[src/hdl/ps2_mouse_packet_decoder_top_assert.svh]
// ---------------------------------------------------------------------------
// PS/2 mouse packet decoder assertion macros
// Shared helpers for the concurrent checks in the decoder modules. Each
// macro expects signals named aclk and aresetn in the calling scope.
// ---------------------------------------------------------------------------
`ifndef PS2_MOUSE_PACKET_DECODER_TOP_ASSERT_SVH
`define PS2_MOUSE_PACKET_DECODER_TOP_ASSERT_SVH

// Same-cycle implication, checked outside reset.
`define PMD_ASSERT_IMP(label, ante, cons, msg) \
    label: assert property (@(posedge aclk) disable iff (!aresetn) (ante) |-> (cons)) \
        else $error(msg);

// Next-cycle implication, checked outside reset.
`define PMD_ASSERT_NXT(label, ante, cons, msg) \
    label: assert property (@(posedge aclk) disable iff (!aresetn) (ante) |=> (cons)) \
        else $error(msg);

`endif

[src/hdl/ps2md_pkg.sv]
// ---------------------------------------------------------------------------
// PS/2 mouse packet decoder package
// Shared constants, codes and the event record passed from the packet unit
// to the event emitter.
// ---------------------------------------------------------------------------
`default_nettype none

package ps2md_pkg;

    // Coordinate and bound width.
    localparam int COORD_W = 16;

    // Bit positions inside the first (flags) byte of a packet.
    localparam int FLAG_LEFT   = 0;
    localparam int FLAG_RIGHT  = 1;
    localparam int FLAG_MIDDLE = 2;
    localparam int FLAG_SYNC   = 3;
    localparam int FLAG_X_OVF  = 6;
    localparam int FLAG_Y_OVF  = 7;

    // Configuration register indexes.
    typedef logic [0:0] cfg_index_t;
    localparam cfg_index_t REG_AREA_WIDTH  = 1'b0;
    localparam cfg_index_t REG_AREA_HEIGHT = 1'b1;

    // Result event kinds.
    typedef enum logic [1:0] {
        EV_MOVE    = 2'd0,
        EV_PRESS   = 2'd1,
        EV_RELEASE = 2'd2
    } event_kind_t;

    // Button codes. Event slots use the same numbering: slot 0 is the
    // movement event, slots 1 to 3 are the left, middle and right buttons.
    typedef logic [1:0] button_id_t;
    localparam button_id_t BTN_NONE   = 2'd0;
    localparam button_id_t BTN_LEFT   = 2'd1;
    localparam button_id_t BTN_MIDDLE = 2'd2;
    localparam button_id_t BTN_RIGHT  = 2'd3;

    // Packet byte counter values.
    typedef logic [1:0] byte_pos_t;
    localparam byte_pos_t BYTE_FLAGS = 2'd0;
    localparam byte_pos_t BYTE_DX    = 2'd1;
    localparam byte_pos_t BYTE_DY    = 2'd2;

    // Reciprocal of three for a 16-bit dividend: (h * 43691) >> 17 == h / 3.
    localparam int          DIV3_SHIFT = 17;
    localparam logic [16:0] DIV3_MUL   = 17'd43691;

    // Events produced by one packet: one mask bit per slot, the new button
    // levels (left, middle, right from bit 0) and the updated position.
    typedef struct packed {
        logic [3:0]         mask;
        logic [2:0]         press;
        logic [COORD_W-1:0] x;
        logic [COORD_W-1:0] y;
    } ev_rec_t;

endpackage

`default_nettype wire

[src/hdl/ps2_mouse_packet_decoder_top.sv]
// ---------------------------------------------------------------------------
// PS/2 mouse packet decoder top level
// Turns a stream of mouse bytes into pointer movement and button events.
// ---------------------------------------------------------------------------
// Usage: one mouse byte is accepted per cycle while s_ready is high. Each
// byte is registered, then processed from the input register; a byte that
// completes a valid packet writes up to four events into the emitter, which
// presents them one per cycle while m_ready is high, the first one valid once
// the byte has passed the input register and the emitter's pending mask
// register. A packet-completing byte waits in the input register until the
// previous packet's events have all been taken. Bound writes on the cfg
// channel are always ready, and a nonzero one moves the pointer to three
// quarters of the width and a third of the height; write them only while no
// byte or event is in flight.
`default_nettype none

module ps2_mouse_packet_decoder_top (
    input  wire logic                          aclk,
    input  wire logic                          aresetn,
    input  wire logic                          s_valid,
    output logic                               s_ready,
    input  wire logic [7:0]                    s_data_byte,
    output logic                               m_valid,
    input  wire logic                          m_ready,
    output ps2md_pkg::event_kind_t             m_event_kind,
    output ps2md_pkg::button_id_t              m_button_id,
    output logic [ps2md_pkg::COORD_W-1:0]      m_pos_x_out,
    output logic [ps2md_pkg::COORD_W-1:0]      m_pos_y_out,
    output logic                               m_last_event,
    input  wire logic                          cfg_valid,
    output logic                               cfg_ready,
    input  wire ps2md_pkg::cfg_index_t         cfg_index,
    input  wire logic [ps2md_pkg::COORD_W-1:0] cfg_data
);
    import ps2md_pkg::*;

    ev_rec_t rec;
    logic    load;
    logic    load_ok;

    // Packet assembly, position update and event record.
    ps2md_packet_unit u_packet (
        .aclk        (aclk),
        .aresetn     (aresetn),
        .s_valid     (s_valid),
        .s_ready     (s_ready),
        .s_data_byte (s_data_byte),
        .cfg_valid   (cfg_valid),
        .cfg_ready   (cfg_ready),
        .cfg_index   (cfg_index),
        .cfg_data    (cfg_data),
        .rec         (rec),
        .load        (load),
        .load_ok     (load_ok)
    );

    // Event serialization onto the result channel.
    ps2md_event_emitter u_emitter (
        .aclk         (aclk),
        .aresetn      (aresetn),
        .rec          (rec),
        .load         (load),
        .load_ok      (load_ok),
        .m_valid      (m_valid),
        .m_ready      (m_ready),
        .m_event_kind (m_event_kind),
        .m_button_id  (m_button_id),
        .m_pos_x_out  (m_pos_x_out),
        .m_pos_y_out  (m_pos_y_out),
        .m_last_event (m_last_event)
    );

endmodule

`default_nettype wire

[src/hdl/ps2md_packet_unit.sv]
// ---------------------------------------------------------------------------
// PS/2 mouse packet unit
// Registers incoming bytes, assembles three-byte packets, clamps the pointer
// position to the configured area and builds the event record of a packet.
// ---------------------------------------------------------------------------
`default_nettype none

`include "ps2_mouse_packet_decoder_top_assert.svh"

module ps2md_packet_unit (
    input  wire logic                          aclk,
    input  wire logic                          aresetn,
    input  wire logic                          s_valid,
    output logic                               s_ready,
    input  wire logic [7:0]                    s_data_byte,
    input  wire logic                          cfg_valid,
    output logic                               cfg_ready,
    input  wire ps2md_pkg::cfg_index_t         cfg_index,
    input  wire logic [ps2md_pkg::COORD_W-1:0] cfg_data,
    output ps2md_pkg::ev_rec_t                 rec,
    output logic                               load,
    input  wire logic                          load_ok
);
    import ps2md_pkg::*;

    logic [7:0]         byte_reg, byte_next;
    logic               byte_valid_reg, byte_valid_next;
    byte_pos_t          byte_pos_reg, byte_pos_next;
    logic [7:0]         store0_reg, store0_next;
    logic [7:0]         store1_reg, store1_next;
    logic [COORD_W-1:0] pos_x_reg, pos_x_next;
    logic [COORD_W-1:0] pos_y_reg, pos_y_next;
    logic [2:0]         levels_reg, levels_next;
    logic [COORD_W-1:0] width_reg, width_next;
    logic [COORD_W-1:0] height_reg, height_next;

    logic               completes;
    logic               proceed;
    logic               overflow;
    logic [COORD_W+1:0] sum_x, sum_y;
    logic [COORD_W-1:0] new_x, new_y;
    logic [2:0]         now_levels;
    logic [COORD_W+16:0] div3_prod;

    // Clamp a signed sum to 0 .. bound-1.
    function automatic logic [COORD_W-1:0] clamp_coord(
        input logic [COORD_W+1:0] v,
        input logic [COORD_W-1:0] bound
    );
        logic [COORD_W-1:0] r;
        if (v[COORD_W+1] || (v == '0)) begin
            r = '0;
        end else if (v >= {2'b00, bound}) begin
            r = bound - 1'b1;
        end else begin
            r = v[COORD_W-1:0];
        end
        return r;
    endfunction

    // Packet arithmetic on the registered byte and the stored packet bytes.
    always_comb begin
        completes  = (byte_pos_reg == BYTE_DY);
        proceed    = byte_valid_reg && (!completes || load_ok);
        s_ready    = !byte_valid_reg || proceed;
        cfg_ready  = 1'b1;
        overflow   = store0_reg[FLAG_X_OVF] || store0_reg[FLAG_Y_OVF];
        sum_x      = {2'b00, pos_x_reg} + {{(COORD_W-6){store1_reg[7]}}, store1_reg};
        sum_y      = {2'b00, pos_y_reg} - {{(COORD_W-6){byte_reg[7]}}, byte_reg};
        new_x      = clamp_coord(sum_x, width_reg);
        new_y      = clamp_coord(sum_y, height_reg);
        now_levels = {store0_reg[FLAG_RIGHT], store0_reg[FLAG_MIDDLE], store0_reg[FLAG_LEFT]};
        load       = proceed && completes && !overflow;
    end

    // Event record for the emitter.
    always_comb begin
        rec.mask  = {now_levels ^ levels_reg, (new_x != pos_x_reg) || (new_y != pos_y_reg)};
        rec.press = now_levels;
        rec.x     = new_x;
        rec.y     = new_y;
    end

    // Next-state logic for the byte register, packet assembly and config.
    always_comb begin
        byte_valid_next = (byte_valid_reg && !proceed) || (s_valid && s_ready);
        byte_next       = (s_valid && s_ready) ? s_data_byte : byte_reg;
        byte_pos_next   = byte_pos_reg;
        store0_next     = store0_reg;
        store1_next     = store1_reg;
        pos_x_next      = pos_x_reg;
        pos_y_next      = pos_y_reg;
        levels_next     = levels_reg;
        width_next      = width_reg;
        height_next     = height_reg;
        div3_prod       = '0;

        if (proceed) begin
            unique case (byte_pos_reg)
                BYTE_FLAGS: begin
                    // A first byte without the always-one bit is dropped.
                    if (byte_reg[FLAG_SYNC]) begin
                        store0_next   = byte_reg;
                        byte_pos_next = BYTE_DX;
                    end
                end
                BYTE_DX: begin
                    store1_next   = byte_reg;
                    byte_pos_next = BYTE_DY;
                end
                default: begin
                    byte_pos_next = BYTE_FLAGS;
                    if (!overflow) begin
                        pos_x_next  = new_x;
                        pos_y_next  = new_y;
                        levels_next = now_levels;
                    end
                end
            endcase
        end

        // A nonzero bound write sets x to 3/4 width and y to 1/3 height.
        if (cfg_valid && (cfg_data != '0)) begin
            if (cfg_index == REG_AREA_WIDTH) begin
                width_next = cfg_data;
            end else begin
                height_next = cfg_data;
            end
            div3_prod  = (COORD_W+17)'(height_next) * (COORD_W+17)'(DIV3_MUL);
            pos_x_next = width_next - {2'b00, width_next[COORD_W-1:2]};
            pos_y_next = div3_prod[COORD_W+DIV3_SHIFT-1:DIV3_SHIFT];
        end
    end

    // Control and state registers.
    always_ff @(posedge aclk) begin
        if (!aresetn) begin
            byte_valid_reg <= 1'b0;
            byte_pos_reg   <= BYTE_FLAGS;
            pos_x_reg      <= '0;
            pos_y_reg      <= '0;
            levels_reg     <= '0;
            width_reg      <= COORD_W'(1);
            height_reg     <= COORD_W'(1);
        end else begin
            byte_valid_reg <= byte_valid_next;
            byte_pos_reg   <= byte_pos_next;
            pos_x_reg      <= pos_x_next;
            pos_y_reg      <= pos_y_next;
            levels_reg     <= levels_next;
            width_reg      <= width_next;
            height_reg     <= height_next;
        end
    end

    // Payload registers.
    always_ff @(posedge aclk) begin
        byte_reg   <= byte_next;
        store0_reg <= store0_next;
        store1_reg <= store1_next;
    end

    `PMD_ASSERT_IMP(a_pos_range, 1'b1, byte_pos_reg != 2'd3, "byte counter out of range")
    `PMD_ASSERT_IMP(a_stall_only_final, !s_ready,
        byte_valid_reg && (byte_pos_reg == BYTE_DY), "input stalled on a non-final byte")
    `PMD_ASSERT_NXT(a_resync, proceed && (byte_pos_reg == BYTE_FLAGS) && !byte_reg[FLAG_SYNC],
        byte_pos_reg == BYTE_FLAGS, "unsynchronized first byte was not dropped")

endmodule

`default_nettype wire

[src/hdl/ps2md_event_emitter.sv]
// ---------------------------------------------------------------------------
// PS/2 mouse event emitter
// Holds the event record of one packet and hands out its events one per
// cycle while m_ready is high, movement first, then left, middle and right button changes.
// ---------------------------------------------------------------------------
`default_nettype none

`include "ps2_mouse_packet_decoder_top_assert.svh"

module ps2md_event_emitter (
    input  wire logic                          aclk,
    input  wire logic                          aresetn,
    input  wire ps2md_pkg::ev_rec_t            rec,
    input  wire logic                          load,
    output logic                               load_ok,
    output logic                               m_valid,
    input  wire logic                          m_ready,
    output ps2md_pkg::event_kind_t             m_event_kind,
    output ps2md_pkg::button_id_t              m_button_id,
    output logic [ps2md_pkg::COORD_W-1:0]      m_pos_x_out,
    output logic [ps2md_pkg::COORD_W-1:0]      m_pos_y_out,
    output logic                               m_last_event
);
    import ps2md_pkg::*;

    logic [3:0]         mask_reg, mask_next;
    logic [2:0]         press_reg;
    logic [COORD_W-1:0] x_reg;
    logic [COORD_W-1:0] y_reg;
    logic [3:0]         rest;
    button_id_t         sel;

    // Pick the lowest pending slot; the slot number is the button code.
    always_comb begin
        if (mask_reg[0]) begin
            sel = BTN_NONE;
        end else if (mask_reg[1]) begin
            sel = BTN_LEFT;
        end else if (mask_reg[2]) begin
            sel = BTN_MIDDLE;
        end else begin
            sel = BTN_RIGHT;
        end
        rest = mask_reg & (mask_reg - 4'd1);
    end

    // Result channel outputs.
    always_comb begin
        m_valid      = |mask_reg;
        m_button_id  = sel;
        m_pos_x_out  = x_reg;
        m_pos_y_out  = y_reg;
        m_last_event = (rest == '0);
        if (sel == BTN_NONE) begin
            m_event_kind = EV_MOVE;
        end else if (press_reg[2'(sel - BTN_LEFT)]) begin
            m_event_kind = EV_PRESS;
        end else begin
            m_event_kind = EV_RELEASE;
        end
        load_ok = !m_valid || (m_ready && (rest == '0));
    end

    // Pending mask: reload on a new record, otherwise retire the sent slot.
    always_comb begin
        mask_next = mask_reg;
        if (load) begin
            mask_next = rec.mask;
        end else if (m_valid && m_ready) begin
            mask_next = rest;
        end
    end

    always_ff @(posedge aclk) begin
        if (!aresetn) begin
            mask_reg <= '0;
        end else begin
            mask_reg <= mask_next;
        end
    end

    // Record payload.
    always_ff @(posedge aclk) begin
        if (load) begin
            press_reg <= rec.press;
            x_reg     <= rec.x;
            y_reg     <= rec.y;
        end
    end

    `PMD_ASSERT_IMP(a_load_free, load, load_ok, "record loaded while events still pending")
    `PMD_ASSERT_NXT(a_more_pending, m_valid && m_ready && !m_last_event && !load,
        m_valid, "events lost before the last one")
    `PMD_ASSERT_NXT(a_empty_record, load && (rec.mask == '0),
        !m_valid, "empty record produced an event")

endmodule

`default_nettype wire
[config.mk]
export PLATFORM = sky130hd
export DESIGN_NAME = ps2_mouse_packet_decoder_top
export DESIGN_NICKNAME = d
export VERILOG_FILES = /design/src/hdl/ps2md_pkg.sv /design/src/hdl/ps2_mouse_packet_decoder_top.sv /design/src/hdl/ps2md_packet_unit.sv /design/src/hdl/ps2md_event_emitter.sv
export VERILOG_INCLUDE_DIRS = /design/src /design/src/hdl
export SDC_FILE = /design/constraint.sdc
export NUM_CORES = 1
export LEC_CHECK = 0
export ABC_AREA = 1
export BUFFER_PORTS_ARGS = -buffer_cell sky130_fd_sc_hd__buf_2
export CORE_AREA = 5 5 163 165
export DETAILED_ROUTE_END_ITERATION = 10
export DIE_AREA = 0 0 168 170
export PLACE_DENSITY_LB_ADDON = 0.1
export SYNTH_ARGS = -nofsm -noshare
export SYNTH_HDL_FRONTEND = slang
export SYNTH_HIERARCHICAL = 1
export SYNTH_SLANG_ARGS = --single-unit
[constraint.sdc]
create_clock -name aclk -period 14.6 [get_ports aclk]
set_clock_uncertainty 0.1 [all_clocks]
set_input_delay 2.19 -clock aclk [delete_from_list [all_inputs] [get_ports aclk]]
set_output_delay 2.19 -clock aclk [all_outputs]
set_load 0.1 [all_outputs]
==> Yosys cells after proc, flatten, opt, wreduce, memory -nomap -nowiden <==
Cells that the tools add are included.
{ "totals": {"regBits": 132, "inputBits": 30, "out_inout_bits": 40, "elab_cells": 102} }
{ "classes": {"n_addsub": 7, "multipliers": 1, "order_cmp": 3, "n_eq_ne": 7, "muxes": 27, "bitwise_logic": 5, "reduce_logical": 37} }
{ "ops": {"columns": ["cell", "count"], "rows": [
  ["$mux W16", 12],
  ["$mux W15", 4],
  ["$ge A18 B16 Y1", 2],
  ["$logic_not A18 Y1", 2],
  ["$mul A16 B16 Y32 const B", 1],
  ["$ne A16 B16 Y1", 2],
  ["$sub A16 B1 Y16 const B", 2],
  ["$add A17 B8 Y18", 1],
  ["$sub A17 B8 Y18", 1],
  ["$reduce_bool A16 Y1", 1],
  ["$sub A16 B14 Y16", 1],
  ["$mux W2", 5],
  ["$reduce_and A3 Y1", 3],
  ["$logic_and A1 B1 Y1", 8],
  ["$logic_or A1 B1 Y1", 8],
  ["$mux W4", 2],
  ["$logic_not A1 Y1", 5],
  ["$and A4 B4 Y4", 1],
  ["$logic_not A2 Y1", 2],
  ["$logic_not A4 Y1", 1],
  ["$ne A2 B1 Y1 const B", 2],
  ["$pmux W2 S2", 1],
  ["$reduce_and A2 Y1", 2],
  ["$reduce_bool A2 Y1", 2],
  ["other kinds (12)", 16]
]} }

==> Logic depth before layout (Yosys ltp) <==
{ "depth": {"depth_word": 10, "depth_mapped": 33, "depth_no_buf": 32} }

==> Cells and area by module <==
The synthesis kept the hierarchy.
{ "by_module_without_submodules": {"columns": ["mod", "n_inst", "cells_each", "area_per_inst_um2", "seq_area_each_um2"], "rows": [
  ["ps2md_packet_unit", 1, 2143, 14510.2, 2031.9],
  ["ps2md_event_emitter", 1, 96, 1425.1, 1131.1]
]} }

==> Worst setup path before layout <==
Ideal clock, no wire load.
{ "synth_path": {"path_type": "in2reg", "startpoint": "input cfg_index", "endpoint": "register u_packet.pos_y_reg[11]", "setup_time_ns": 0.070, "arrival_time_ns": 7.928, "required_time_ns": 14.430, "slack_ns": 6.502, "cell_stages": 26, "path_buffers": 3, "cell_sequence": "clkbuf_1 -> clkbuf_1 -> clkbuf_1 -> nand2_1 -> o21ai_0 -> inv_1 -> ha_1 -> ha_1 -> fa_1 -> inv_1 -> fa_1 -> inv_1 -> fa_1 -> inv_1 -> fa_1 -> inv_1 -> ha_1 -> nand2_1 -> nor4_1 -> nand3_1 -> nand3_1 -> a21oi_1 -> o21ai_0 -> xor2_1 -> o21ai_1 -> a21oi_1"} }
{ "synth_via": {"elab_chain_cells": 4} }
{ "synth_rtl": {"columns": ["element", "line_no", "text"], "rows": [
  ["from (decl)", "ps2_mouse_packet_decoder_top.sv:32", "input wire ps2md_pkg::cfg_index_t cfg_index,"],
  ["$mux W16", "ps2md_packet_unit.sv:124", "if (cfg_index == REG_AREA_WIDTH) begin"],
  ["$mux W16", "ps2md_packet_unit.sv:123", "if (cfg_valid && (cfg_data != '0)) begin"],
  ["$mul A16 B16 Y32", "ps2md_packet_unit.sv:129", "div3_prod = (COORD_W+17)'(height_next) * (COORD_W+17)'(DIV3_MUL);"],
  ["$mux W15", "ps2md_packet_unit.sv:123", null],
  ["to (signal assigned)", "ps2md_packet_unit.sv:149", "pos_y_reg <= pos_y_next;"],
  ["to (decl)", "ps2md_packet_unit.sv:32", "logic [COORD_W-1:0] pos_y_reg, pos_y_next;"]
]} }
No other way between the ends. The select of a mux whose other input is x is not followed.
A chain may end at the register's enable or synchronous reset.

==> Final worst setup path <==
Ends and elaborated chain as after synthesis.

==> impl_metrics.py <==
metrics = {
    "cells_and_area": {
        "fin_cells": 2632,
        "layout-drive-gt1-share": 0.0887,
        "nNetsFinal": 2612,
        "area_growth_pct": 7.31,
    },
    "grt": {
        "grt_start_max_net_pins": 68,
        "grt_overflow": 0,
        "antenna_found_initial": 1,
        "grtUsageTotal": 0.334,
        "grt_pass1_wl_um": 75700,
        "first_global_vias": 14430,
    },
    "min_path": {
        "min_from": "u_packet/byte_reg[3]",
        "min_path_type": "reg2reg",
    },
    "sta": {
        "period_share": 0.574,
        "slew_headroom": 0.141,
        "fin_crit_ps": 8380,
        "setup_violations": 0,
        "tightest_slew_ps": 1280,
        "setup-tns-final_ps": 0,
        "clock.fmax_ghz": 0.119,
        "hold_viol": 0,
        "rsz0062_at_grt": "false",
        "slew_violations": 0,
    },
    "synth": {
        "synthCells": 2239,
        "syn_area_um2": 15900,
        "synthFlopType": "dfxtp_1",
        "synthArstFlopShare": 0,
        "ys_types": 52,
        "ys_seq_elements": 130,
        "syn_nets": 2563,
        "synthMostInstantiatedCell": "nand2_1",
        "avgSynthCellArea_um2": 7.12,
        "ys_top_cells_by_count": "nand2_1 (523), inv_1 (477), ha_1 (209), nor2_1 (126)",
        "ys_seq_area_frac": 0.198,
        "ys_warn_count": 6,
        "synth.top_cell.area_share": 0.164,
        "synth_area_leader_cell": "ha_1",
        "synth_area_leaders": "ha_1 (16%), nand2_1 (12%), inv_1 (11%)",
        "synth_edf_count": 56,
    },
    "clocking": {
        "hold_buffers": 0,
        "clk_path_buf_depth": 2,
        "cts_sinks": 130,
        "h-tree-depth": 4,
        "cts_root_buf": "clkbuf_16",
        "cts-resized-gates": 0,
        "insertion_delay_ps": 430,
        "cts.clk_slew.worst_paths_ps": 70,
        "cts_tree": "done",
        "cts_buffers": 17,
        "post-cts-setup-buffers": 0,
    },
    "route": {
        "drt_pass1_iterations": 6,
        "wl_per_cell_um": 18.0,
        "drc": 0,
        "wirelength_um": 47400,
        "drt_iter0_drc": 1159,
        "viasPerCell": 5.62,
        "drtAntennaViolNets": 0,
        "num_vias": 14786,
    },
    "floorplan": {
        "io_pins": 70,
        "rows": 58,
        "dieArea_um2": 28600,
        "die_w_um": 168,
        "placeableCoreArea_um2": 24900,
        "die_h_um": 170,
        "initial_core_util": 0.640,
    },
    "place": {
        "gp_congestion": 1.03,
        "hpwlAfterDp_um": 39600,
        "numPortBuffers": 68,
        "dp.cells": 2599,
    },
    "worst_setup_path": {
        "r2r_start": "u_packet/height_reg[0]",
        "path_max_fanout": 64,
        "critPathArrivalTime_ps": 8630,
        "cp-startpoint": "cfg_index",
        "cp.required_ps": 14850,
        "critical_path_class": "in2reg",
        "cp-start-kind": "input port",
        "cp-end-kind": "flop",
    },
    "pwr": {
        "p_leak_nw": 9.30,
        "power_density_nw_per_um2": 202,
        "ir_worst_vdd_uv": 361,
    },
    "flow_run": {
        "maxCapViolCount": 0,
    },
    "status": {
        "outcome": "complete, no violations",
    },
}
## where the power goes
group | leakage [nW] | switching [W] | internal, W | total, W
logic | 7.86 | 0.00167 | 0.000877 | 0.00255
registers | 1.13 | 0.0000350 | 0.000413 | 0.000448
clock network | 0.300 | 0.000194 | 0.000261 | 0.000455
total | 9.30 | 0.00190 | 0.00155 | 0.00345
## layout make-up
cell class | count | area, um^2
Clock inverter | 15 | 184
Sequential cell | 130 | 3160
Clock buffer | 17 | 425
Tap cell | 330 | 413
Antenna cell | 1 | 2.50
Fill cell | 2211 | 7790
Inverter | 488 | 1830
Multi-Input combinational cell | 1576 | 10700
Timing Repair Buffer | 75 | 393
## routing by layer
layer	part of all wire	vias to the layer above	wire (um)	GRT usage
met4	0.060	0	2830	0.166
met5	0	-	0	0
met1	0.40	6817	19000	0.419
li1	-	7217	-	-
met3	0.070	137	3300	0.0499
met2	0.47	615	22300	0.564
## layout by cell type, fill, tap and decap left out, types with 6 or more instances in the layout
cell	synthesis	final
a211oi_1	8	8
a21o_1	7	7
a21oi_1	125	125
a221oi_1	6	6
a31oi_1	10	10
buf_2	3	68
buf_4	4	7
clkbuf_16	0	17
dfxtp_1	74	74
edfxtp_1	56	56
fa_1	85	85
ha_1	209	209
inv_1	477	477
inv_2	9	9
inv_8	0	6
nand2_1	523	522
nand2_2	27	28
nand3_1	93	93
nand3_2	11	11
nand3b_1	19	19
nand4_1	24	24
nor2_1	126	125
nor2_2	15	15
nor3_1	19	19
nor4_1	10	10
o211ai_1	9	9
o21ai_0	125	125
o21ai_1	12	12
o21ai_2	9	9
o221ai_1	6	6
xnor2_1	9	9
xor2_1	49	49
## critical path, cell delays in order
cell     delay [ps]
buf_2           640
o21ai_0         550
ha_1            570
inv_1            90
fa_1            490
fa_1            510
inv_1            50
fa_1            500
fa_1            560
inv_1            60
fa_1            540
inv_1            50
ha_1            360
nand2_1         120
nor4_1          350
nand3_1         120
nand3_1         160
a21oi_1         120
o21ai_0         200
xor2_1          160
o21ai_1          70
a21oi_1         140
## kinds of logic after synthesis
kind of cell,count (synthesis),share of synthesized area
AND/OR/NAND/NOR,893,0.250
buffers and inverters,533,0.131
AO/OA/AOI/OAI,330,0.117
adder cells (fa/ha/maj),294,0.271
flip-flops,130,0.198
XOR/XNOR,58,0.0319
other,1,0.000235
## stage by stage
stage	total power [W]	setup slack, ps	hold WS [ps]	utilization	area [um^2]
after global placement	0.00291	5970	339	0.662	16500
after global routing	0.00382	5590	371	0.687	17100
final	0.00345	6220	361	0.687	17100
after CTS	0.00343	6270	358	0.687	17100
after floorplan	0.00229	6500	326	-	15900
after detailed placement	0.00297	5830	347	0.662	16500
## path summary, 6_finish.rpt
path | to | slack, ps | depth (start not counted)
max | u_packet/pos_y_reg[11] | 6220 | 22
min | u_packet/store1_reg[3] | 360 | 0
max reg2reg | u_packet/pos_y_reg[11] | 8030 | 22
min reg2reg | u_packet/store1_reg[3] | 360 | 0
Note: power is estimated with default switching activity, not from simulation.
